===== src/rtl/core/rpn_stack_evaluator_unit_assert.svh =====
// Assertion macros for the stack evaluator.
// Used by rpn_stack_evaluator_unit; no other dependencies.
`ifndef RPN_STACK_EVALUATOR_UNIT_ASSERT_SVH
`define RPN_STACK_EVALUATOR_UNIT_ASSERT_SVH
`ifndef ASSERT_OFF
`define RSE_ASSERT(label, clk, rst, prop, msg) \
  label: assert property (@(posedge clk) disable iff (rst) (prop)) else $error(msg);
`define RSE_ASSERT_RST(label, clk, prop, msg) \
  label: assert property (@(posedge clk) (prop)) else $error(msg);
`else
`define RSE_ASSERT(label, clk, rst, prop, msg)
`define RSE_ASSERT_RST(label, clk, prop, msg)
`endif
`endif


===== src/rtl/core/rpn_pkg.sv =====
// Shared types and constants for the stack evaluator.
// No dependencies.
package rpn_pkg;
  localparam int unsigned StackDepthDefault = 64;

  typedef struct packed {
    logic        cmd;
    logic [30:0] operand;
    logic [2:0]  op_code;
    logic        last;
  } token_t;

  typedef struct packed {
    logic signed [31:0] value;
    logic [1:0]         error;
  } result_t;

  typedef enum logic [1:0] {
    ERR_NONE = 2'd0, ERR_UNDERFLOW = 2'd1, ERR_OVERFLOW = 2'd2, ERR_DIVZERO = 2'd3
  } err_t;

  typedef enum logic [2:0] {
    OP_ADD = 3'd0, OP_SUB = 3'd1, OP_MUL = 3'd2, OP_DIV = 3'd3, OP_REM = 3'd4
  } op_t;

  localparam logic CMD_OPERAND = 1'b0;
  localparam logic CMD_OPERATOR = 1'b1;
endpackage


===== src/rtl/core/rpn_fifo.sv =====
// Two-entry token queue between front and back.
// Depends on rpn_pkg.
module rpn_fifo (
  input  logic          clk,
  input  logic          rst,
  input  logic          push,
  input  rpn_pkg::token_t push_data,
  output logic          full,
  input  logic          pop,
  output logic          empty,
  output rpn_pkg::token_t pop_data
);
  rpn_pkg::token_t mem [2];
  logic       wp, rp;
  logic [1:0] count;

  assign full     = (count == 2'd2);
  assign empty    = (count == 2'd0);
  assign pop_data = mem[rp];

  // pointers and fill count
  always_ff @(posedge clk) begin
    if (rst) begin
      wp <= 1'b0;
      rp <= 1'b0;
      count <= 2'd0;
    end else begin
      if (push) wp <= ~wp;
      if (pop) rp <= ~rp;
      count <= count + {1'b0, push} - {1'b0, pop};
    end
  end

  always_ff @(posedge clk) begin
    if (push) mem[wp] <= push_data;
  end
endmodule


===== src/rtl/core/rpn_divider.sv =====
// Iterative signed divider, one quotient bit per cycle.
// No package dependencies.
module rpn_divider (
  input  logic        clk,
  input  logic        rst,
  input  logic        start,
  input  logic [31:0] dividend,
  input  logic [31:0] divisor,
  output logic        done,
  output logic [31:0] quotient,
  output logic [31:0] remainder
);
  logic [31:0] q, d;
  logic [32:0] r;
  logic [5:0]  cnt;
  logic        busy, neg_q, neg_r;
  logic [32:0] trial;
  logic [31:0] a_abs, b_abs;

  assign a_abs = dividend[31] ? 32'(-dividend) : dividend;
  assign b_abs = divisor[31] ? 32'(-divisor) : divisor;
  assign trial = {r[31:0], q[31]} - {1'b0, d};

  // restoring shift-subtract loop
  always_ff @(posedge clk) begin
    if (rst) begin
      busy <= 1'b0;
      done <= 1'b0;
      cnt  <= '0;
    end else begin
      done <= 1'b0;
      if (start) begin
        busy  <= 1'b1;
        cnt   <= 6'd32;
        q     <= a_abs;
        d     <= b_abs;
        r     <= '0;
        neg_q <= dividend[31] ^ divisor[31];
        neg_r <= dividend[31];
      end else if (busy) begin
        if (trial[32]) begin
          r <= {r[31:0], q[31]};
          q <= {q[30:0], 1'b0};
        end else begin
          r <= trial;
          q <= {q[30:0], 1'b1};
        end
        cnt <= cnt - 6'd1;
        if (cnt == 6'd1) begin
          busy <= 1'b0;
          done <= 1'b1;
        end
      end
    end
  end

  assign quotient  = neg_q ? 32'(-q) : q;
  assign remainder = neg_r ? 32'(-r[31:0]) : r[31:0];
endmodule


===== src/rtl/core/rpn_back.sv =====
// Execution engine: value stack, ALU, divider sequencing, result register.
// Depends on rpn_pkg, rpn_divider.
module rpn_back #(
  parameter int unsigned STACK_DEPTH = rpn_pkg::StackDepthDefault
) (
  input  logic            clk,
  input  logic            rst,
  input  logic            mode,
  input  logic            tok_valid,
  input  rpn_pkg::token_t tok,
  output logic            tok_pop,
  output logic            busy,
  output logic            res_valid,
  input  logic            res_stall,
  output rpn_pkg::result_t res
);
  localparam int AW = (STACK_DEPTH > 1) ? $clog2(STACK_DEPTH) : 1;
  localparam int DW = $clog2(STACK_DEPTH + 1);

  typedef enum logic [2:0] {
    S_IDLE, S_RD1, S_RD2, S_EXEC, S_DIV, S_FIN, S_RDW, S_OUT
  } state_t;

  logic [31:0] stack_mem [STACK_DEPTH];
  state_t      state;
  logic [DW-1:0] depth;
  rpn_pkg::err_t err;
  rpn_pkg::token_t cur;
  logic [31:0] rd_data, first, second;
  logic [AW-1:0] rd_addr;
  logic        wr_en;
  logic [AW-1:0] wr_addr;
  logic [31:0] wr_data;
  logic        div_start, div_done;
  logic [31:0] quo, rem, lhs, rhs, alu;
  logic [31:0] prod;

  assign lhs = mode ? first : second;
  assign rhs = mode ? second : first;
  assign prod = lhs * rhs;

  // non-divide ALU
  always_comb begin
    case (rpn_pkg::op_t'(cur.op_code))
      rpn_pkg::OP_ADD: alu = lhs + rhs;
      rpn_pkg::OP_SUB: alu = lhs - rhs;
      default:         alu = prod;
    endcase
  end

  rpn_divider u_div (
    .clk(clk), .rst(rst), .start(div_start), .dividend(lhs), .divisor(rhs),
    .done(div_done), .quotient(quo), .remainder(rem)
  );

  // stack memory, registered read
  always_ff @(posedge clk) begin
    if (wr_en) stack_mem[wr_addr] <= wr_data;
    rd_data <= stack_mem[rd_addr];
  end

  assign tok_pop = (state == S_IDLE) && tok_valid;
  assign busy    = (state != S_IDLE);

  // sequencer
  always_ff @(posedge clk) begin
    if (rst) begin
      state     <= S_IDLE;
      depth     <= '0;
      err       <= rpn_pkg::ERR_NONE;
      res_valid <= 1'b0;
      div_start <= 1'b0;
      wr_en     <= 1'b0;
    end else begin
      div_start <= 1'b0;
      wr_en     <= 1'b0;
      if (res_valid && !res_stall) res_valid <= 1'b0;
      unique case (state)
        S_IDLE: if (tok_valid) begin
          cur <= tok;
          if (tok.cmd == rpn_pkg::CMD_OPERAND) begin
            if (DW'(STACK_DEPTH) <= depth) begin
              if (err == rpn_pkg::ERR_NONE) err <= rpn_pkg::ERR_OVERFLOW;
            end else begin
              wr_en   <= 1'b1;
              wr_addr <= AW'(depth);
              wr_data <= {1'b0, tok.operand};
              depth   <= depth + DW'(1);
            end
            state <= S_FIN;
          end else if (tok.op_code > 3'd4) begin
            state <= S_FIN;
          end else if (depth < DW'(2)) begin
            if (err == rpn_pkg::ERR_NONE) err <= rpn_pkg::ERR_UNDERFLOW;
            state <= S_FIN;
          end else begin
            rd_addr <= AW'(depth - DW'(1));
            state   <= S_RD1;
          end
        end
        S_RD1: begin
          rd_addr <= AW'(depth - DW'(2));
          state   <= S_RD2;
        end
        S_RD2: begin
          first <= rd_data;
          state <= S_EXEC;
        end
        S_EXEC: begin
          second <= rd_data;
          if (cur.op_code == rpn_pkg::OP_DIV || cur.op_code == rpn_pkg::OP_REM) begin
            div_start <= 1'b1;
            state     <= S_DIV;
          end else begin
            state <= S_DIV;
          end
        end
        S_DIV: begin
          if (cur.op_code != rpn_pkg::OP_DIV && cur.op_code != rpn_pkg::OP_REM) begin
            wr_en   <= 1'b1;
            wr_addr <= AW'(depth - DW'(2));
            wr_data <= alu;
            depth   <= depth - DW'(1);
            state   <= S_FIN;
          end else if (!div_start && rhs == 32'd0) begin
            if (err == rpn_pkg::ERR_NONE) err <= rpn_pkg::ERR_DIVZERO;
            wr_en   <= 1'b1;
            wr_addr <= AW'(depth - DW'(2));
            wr_data <= '0;
            depth   <= depth - DW'(1);
            state   <= S_FIN;
          end else if (div_done) begin
            wr_en   <= 1'b1;
            wr_addr <= AW'(depth - DW'(2));
            wr_data <= (cur.op_code == rpn_pkg::OP_DIV) ? quo : rem;
            depth   <= depth - DW'(1);
            state   <= S_FIN;
          end
        end
        S_FIN: begin
          // pending write lands at this edge; top-of-stack read follows it
          rd_addr <= AW'(depth - DW'(1));
          state   <= cur.last ? S_RDW : S_IDLE;
        end
        S_RDW: begin
          state <= S_OUT;
        end
        S_OUT: begin
          // rd_data holds the top of stack; wait for the result slot
          if (!res_valid || !res_stall) begin
            res_valid <= 1'b1;
            res.value <= (depth == '0) ? 32'sd0 : rd_data;
            res.error <= (depth == '0 && err == rpn_pkg::ERR_NONE)
                         ? rpn_pkg::ERR_UNDERFLOW : err;
            depth <= '0;
            err   <= rpn_pkg::ERR_NONE;
            state <= S_IDLE;
          end
        end
        default: state <= S_IDLE;
      endcase
    end
  end
endmodule


===== src/rtl/core/rpn_stack_evaluator_unit.sv =====
// Top level of the stack evaluator: APB register, token queue, execution engine.
// Depends on rpn_pkg, rpn_fifo, rpn_back, rpn_stack_evaluator_unit_assert.svh.
//
//  channel | direction | handshake
//  tok     | in        | tok_valid / tok_stall
//  res     | out       | res_valid / res_stall
//  apb     | in        | psel penable pwrite, pready tied high
//
// Per token, after the queue: an operand is pushed; add, sub and mul read two
// entries and write back; divide and remainder also wait on the bit-serial
// divider, cut short on a zero divisor. A final token then reads the top of
// stack. Synchronous reset clears depth, errors and mode. Queue fills while
// the engine works; a stalled result holds the engine in its output step.
`include "rpn_stack_evaluator_unit_assert.svh"
module rpn_stack_evaluator_unit #(
  parameter int unsigned STACK_DEPTH = rpn_pkg::StackDepthDefault
) (
  input  logic             clk,
  input  logic             rst,
  input  logic             psel,
  input  logic             penable,
  input  logic             pwrite,
  input  logic [1:0]       paddr,
  input  logic [31:0]      pwdata,
  output logic [31:0]      prdata,
  output logic             pready,
  input  logic             tok_valid,
  output logic             tok_stall,
  input  rpn_pkg::token_t  tok,
  output logic             res_valid,
  input  logic             res_stall,
  output rpn_pkg::result_t res
);
  logic mode, q_full, q_empty, q_pop, busy;
  rpn_pkg::token_t q_data;

  assign pready = 1'b1;
  assign prdata = (paddr == 2'd0) ? {31'd0, mode} : 32'd0;

  // mode register
  always_ff @(posedge clk) begin
    if (rst) mode <= 1'b0;
    else if (psel && penable && pwrite && paddr == 2'd0) mode <= pwdata[0];
  end

  assign tok_stall = q_full;

  rpn_fifo u_q (
    .clk(clk), .rst(rst), .push(tok_valid && !q_full), .push_data(tok), .full(q_full),
    .pop(q_pop), .empty(q_empty), .pop_data(q_data)
  );

  rpn_back #(.STACK_DEPTH(STACK_DEPTH)) u_back (
    .clk(clk), .rst(rst), .mode(mode), .tok_valid(!q_empty), .tok(q_data),
    .tok_pop(q_pop), .busy(busy), .res_valid(res_valid), .res_stall(res_stall),
    .res(res)
  );

  `RSE_ASSERT(a_pop_needs_data, clk, rst, q_pop |-> !q_empty, "pop from empty queue")
  `RSE_ASSERT(a_pop_idle, clk, rst, q_pop |-> !busy, "pop while engine busy")
  `RSE_ASSERT(a_res_hold, clk, rst, (res_valid && res_stall) |=> $stable(res), "result moved")
  `RSE_ASSERT_RST(a_rst_idle, clk, $past(rst) |-> !res_valid, "result after reset")
endmodule


===== config.mk =====
export PLATFORM = sky130hd
export DESIGN_NAME = rpn_stack_evaluator_unit
export DESIGN_NICKNAME = d
export VERILOG_FILES = /design/src/rtl/core/rpn_pkg.sv /design/src/rtl/core/rpn_fifo.sv /design/src/rtl/core/rpn_divider.sv /design/src/rtl/core/rpn_back.sv /design/src/rtl/core/rpn_stack_evaluator_unit.sv
export VERILOG_INCLUDE_DIRS = /design/src /design/src/rtl/core
export SDC_FILE = /design/constraint.sdc
export NUM_CORES = 2
export LEC_CHECK = 0
export BUFFER_PORTS_ARGS = -buffer_cell sky130_fd_sc_hd__buf_2
export CAP_MARGIN = 20
export CORE_ASPECT_RATIO = 1.2
export CORE_MARGIN = 2
export CORE_UTILIZATION = 45
export DETAILED_ROUTE_END_ITERATION = 16
export MAX_ROUTING_LAYER = met4
export PLACE_DENSITY = 0.71
export SLEW_MARGIN = 20
export SYNTH_ARGS = -nofsm -noshare
export SYNTH_HDL_FRONTEND = slang
export SYNTH_SLANG_ARGS = --single-unit

===== constraint.sdc =====
create_clock -name clk -period 19.95 [get_ports clk]
set_input_delay 3.99 -clock clk [delete_from_list [all_inputs] [get_ports clk]]
set_output_delay 3.99 -clock clk [all_outputs]
set_load 0.01 [all_outputs]

==> out/results.tsv <==
metric	value	unit
status	finished, final reports clean	
Hold Buf Count CTS	0	
Multi-input gate area	0.0402	mm^2
CTS tree	built	
Post-Syn Area	0.115	mm^2
first-pass GRT wire length	456	mm
Sequential Area	0.0722	mm^2
routability cong.	0.957	
fin nets	7713	
core area	0.255	mm^2
max layer used	met4	
Reg clk slew, reported paths	0.06	ns
setup bufs post-CTS	0	
final hold violation count	0	
critical path launch point type	flop	
TritonCTS Sinks	2425	
fraction of the yosys area taken by sequential cells	62.8	%
met2 WL	161	mm
via count	63506	
met1 WL	117	mm
Setup Crit Path Kind	reg2reg	
GRT overflow	0	
Crit-path slowest cell	inv_1	
Starting DRT DRC Count	7544	
setup tns final	0	ns
Layout Cells excl Fill	10641	
Slew Limit Fails	0	
Hold WS	0.453	ns
Synth cell types	92	
Clock Latency Late Sink	0.89	ns
WL/cell	29.8	um
FF+latch count, synth	2425	
required time of the critical path	20.63	ns
WL final	318	mm
Period minus WS final	10.59	ns
CP max stage delay	0.80	ns
Placed Cells	10178	
Clock Tree Buf Depth	3	
P&R area growth vs syn	11.7	%
Post-synth EDFFs	2364	
Initial Util	45.2	%
crit-path most repeated cell	fa_1	
H-Tree Depth	4	
Antenna Violating Nets Remaining	0	
ys async rst share	0	%
FILL cells	20413	
die width	465	um
I/O pin count	146	
port buffer count	82	
worst-path maximum fanout	55	
cts bufs inserted	227	
Core Util, Final	50.5	%
crit end category	flop	
worst clock skew	0.0563	ns
fraction of the cycle the final worst path needs	53.1	%
Syn Inst Count	6825	
Die ar.	0.259	mm^2
met3 routed wirelength	23.3	mm
vias per cell	5.97	
num rows	203	
Yosys warning count	0	
PostCTS Resize Cnt	0	
largest net degree at the start of global routing	124	
TritonRoute pass-1 iters	10	
Worst Hold Class	reg2reg	
Avg Cell Area, Syn	16.8	um^2
final-report setup violation count	0	
Final HPWL DP	197	mm
# DRC	0	
RSZ-0062 raised after global routing	no	
Root Buffer	clkbuf_16	
initial antenna violation count	27	
WP data arrival	11.27	ns
vias in the first global route	64809	
Slew headroom	17.5	%
Fmax	94.4	MHz
share of layout cells above drive strength 1	20.9	%
Tot GR Track Use	25.2	%
Max-cap violations	0	
Slew @ Worst Pin	1.20	ns
most used flip-flop cell after synthesis	edfxtp_1	
Die Ht	558	um
[synth_stat cells, drive strengths merged (24+ instances only)]
master	instances	area share, %
a211oi	33	0.22
a21o	30	0.20
a21oi	131	0.58
a31oi	32	0.17
and2	54	0.29
buf	118	0.56
clkbuf	223	0.73
dfxtp	61	1.1
edfxtp	2364	62
fa	410	7.1
ha	201	2.2
inv	484	1.6
mux2	70	0.69
mux2i	129	1.2
mux4	664	13
nand2	380	1.2
nand3	39	0.17
nor2	559	1.8
nor3	62	0.27
o211ai	24	0.16
o21ai	134	0.59
o31ai	28	0.18
or3	26	0.15
xnor2	224	1.7
xor2	66	0.50
[layout by cell type, fill, tap and decap left out, drive strengths merged, types with 110 or more instances in the layout]
cell,Yosys,final
xnor2,224,224
edfxtp,2364,2364
mux4,664,664
ha,201,201
fa,410,410
mux2i,129,129
a21oi,131,131
nor2,559,559
clkinv,6,110
o21ai,134,134
nand2,380,380
inv,484,491
buf,118,282
clkbuf,223,270
[worst max-delay path: cells and delay by family, from the launching register on]
kind | cells | cell delay [ns]
compound gates | 4 | 1.09
xor+xnor | 1 | 0.43
fa+ha+maj | 9 | 4.26
buf+inv | 7 | 2.75
flops | 1 | 0.54
mux | 1 | 0.20
simple gates | 6 | 1.00
[per-stage QoR]
stage | instance area (um^2) | setup slack [ns]
finish | 128000 | 9.36
global route | 128000 | 9.10
CTS | 128000 | 9.50
detailed placement | 120000 | 9.54
global placement | 120000 | 9.63
floorplan | 115000 | 8.77
[cell families after synthesis]
logic type      after synthesis  synth area share [%]
buf+inv                     831                  2.89
flops                      2425                  62.8
mux                         863                  14.9
xor+xnor                    291                  2.23
compound gates              542                  3.07
fa+ha+maj                   611                  9.33
other cells                   2               0.00653
simple gates               1260                  4.80
[final timing paths]
check | start | endpoint | slack (ns) | cells past startpoint
min | u_back.rd_data[22] | u_back.second[22] | 0.45 | 0
min reg2reg | u_back.rd_data[22] | u_back.second[22] | 0.45 | 0
max | mode | u_back.wr_data[29] | 9.36 | 28
max reg2reg | mode | u_back.wr_data[29] | 9.36 | 28
[metal layers]
layer	vias to the layer above	global-route usage [%]
li1	26256	-
met1	33362	30.8
met2	3207	41.8
met3	681	3.28
met4	0	12.0
met5	-	-
[flip-flops by register name (all words and copies together) (netlist names), 7 cells and up, named ones only]
register	count
u_back.wr_data	32
u_back.u_div.r	32
u_back.rd_data	32
u_back.depth	7
u_back.stack_mem	2048
u_q.mem	72
u_back.second	32
u_back.res	34
u_back.u_div.d	32
u_back.u_div.q	32
u_back.first	32
[cell type report]
cell class                 count  area share [%]
sequential                  2425            56.2
multi-input combinational   3599            31.3
clock buffer                 270            4.59
tap                         3382            3.30
clock inverter               161            1.55
timing repair buffer         282            1.54
inverter                     490            1.43
antenna                       32          0.0624
Power is left out: the tool's default activity adds up to more than one toggle a clock period on the data nets, which glitch-free logic cannot reach.
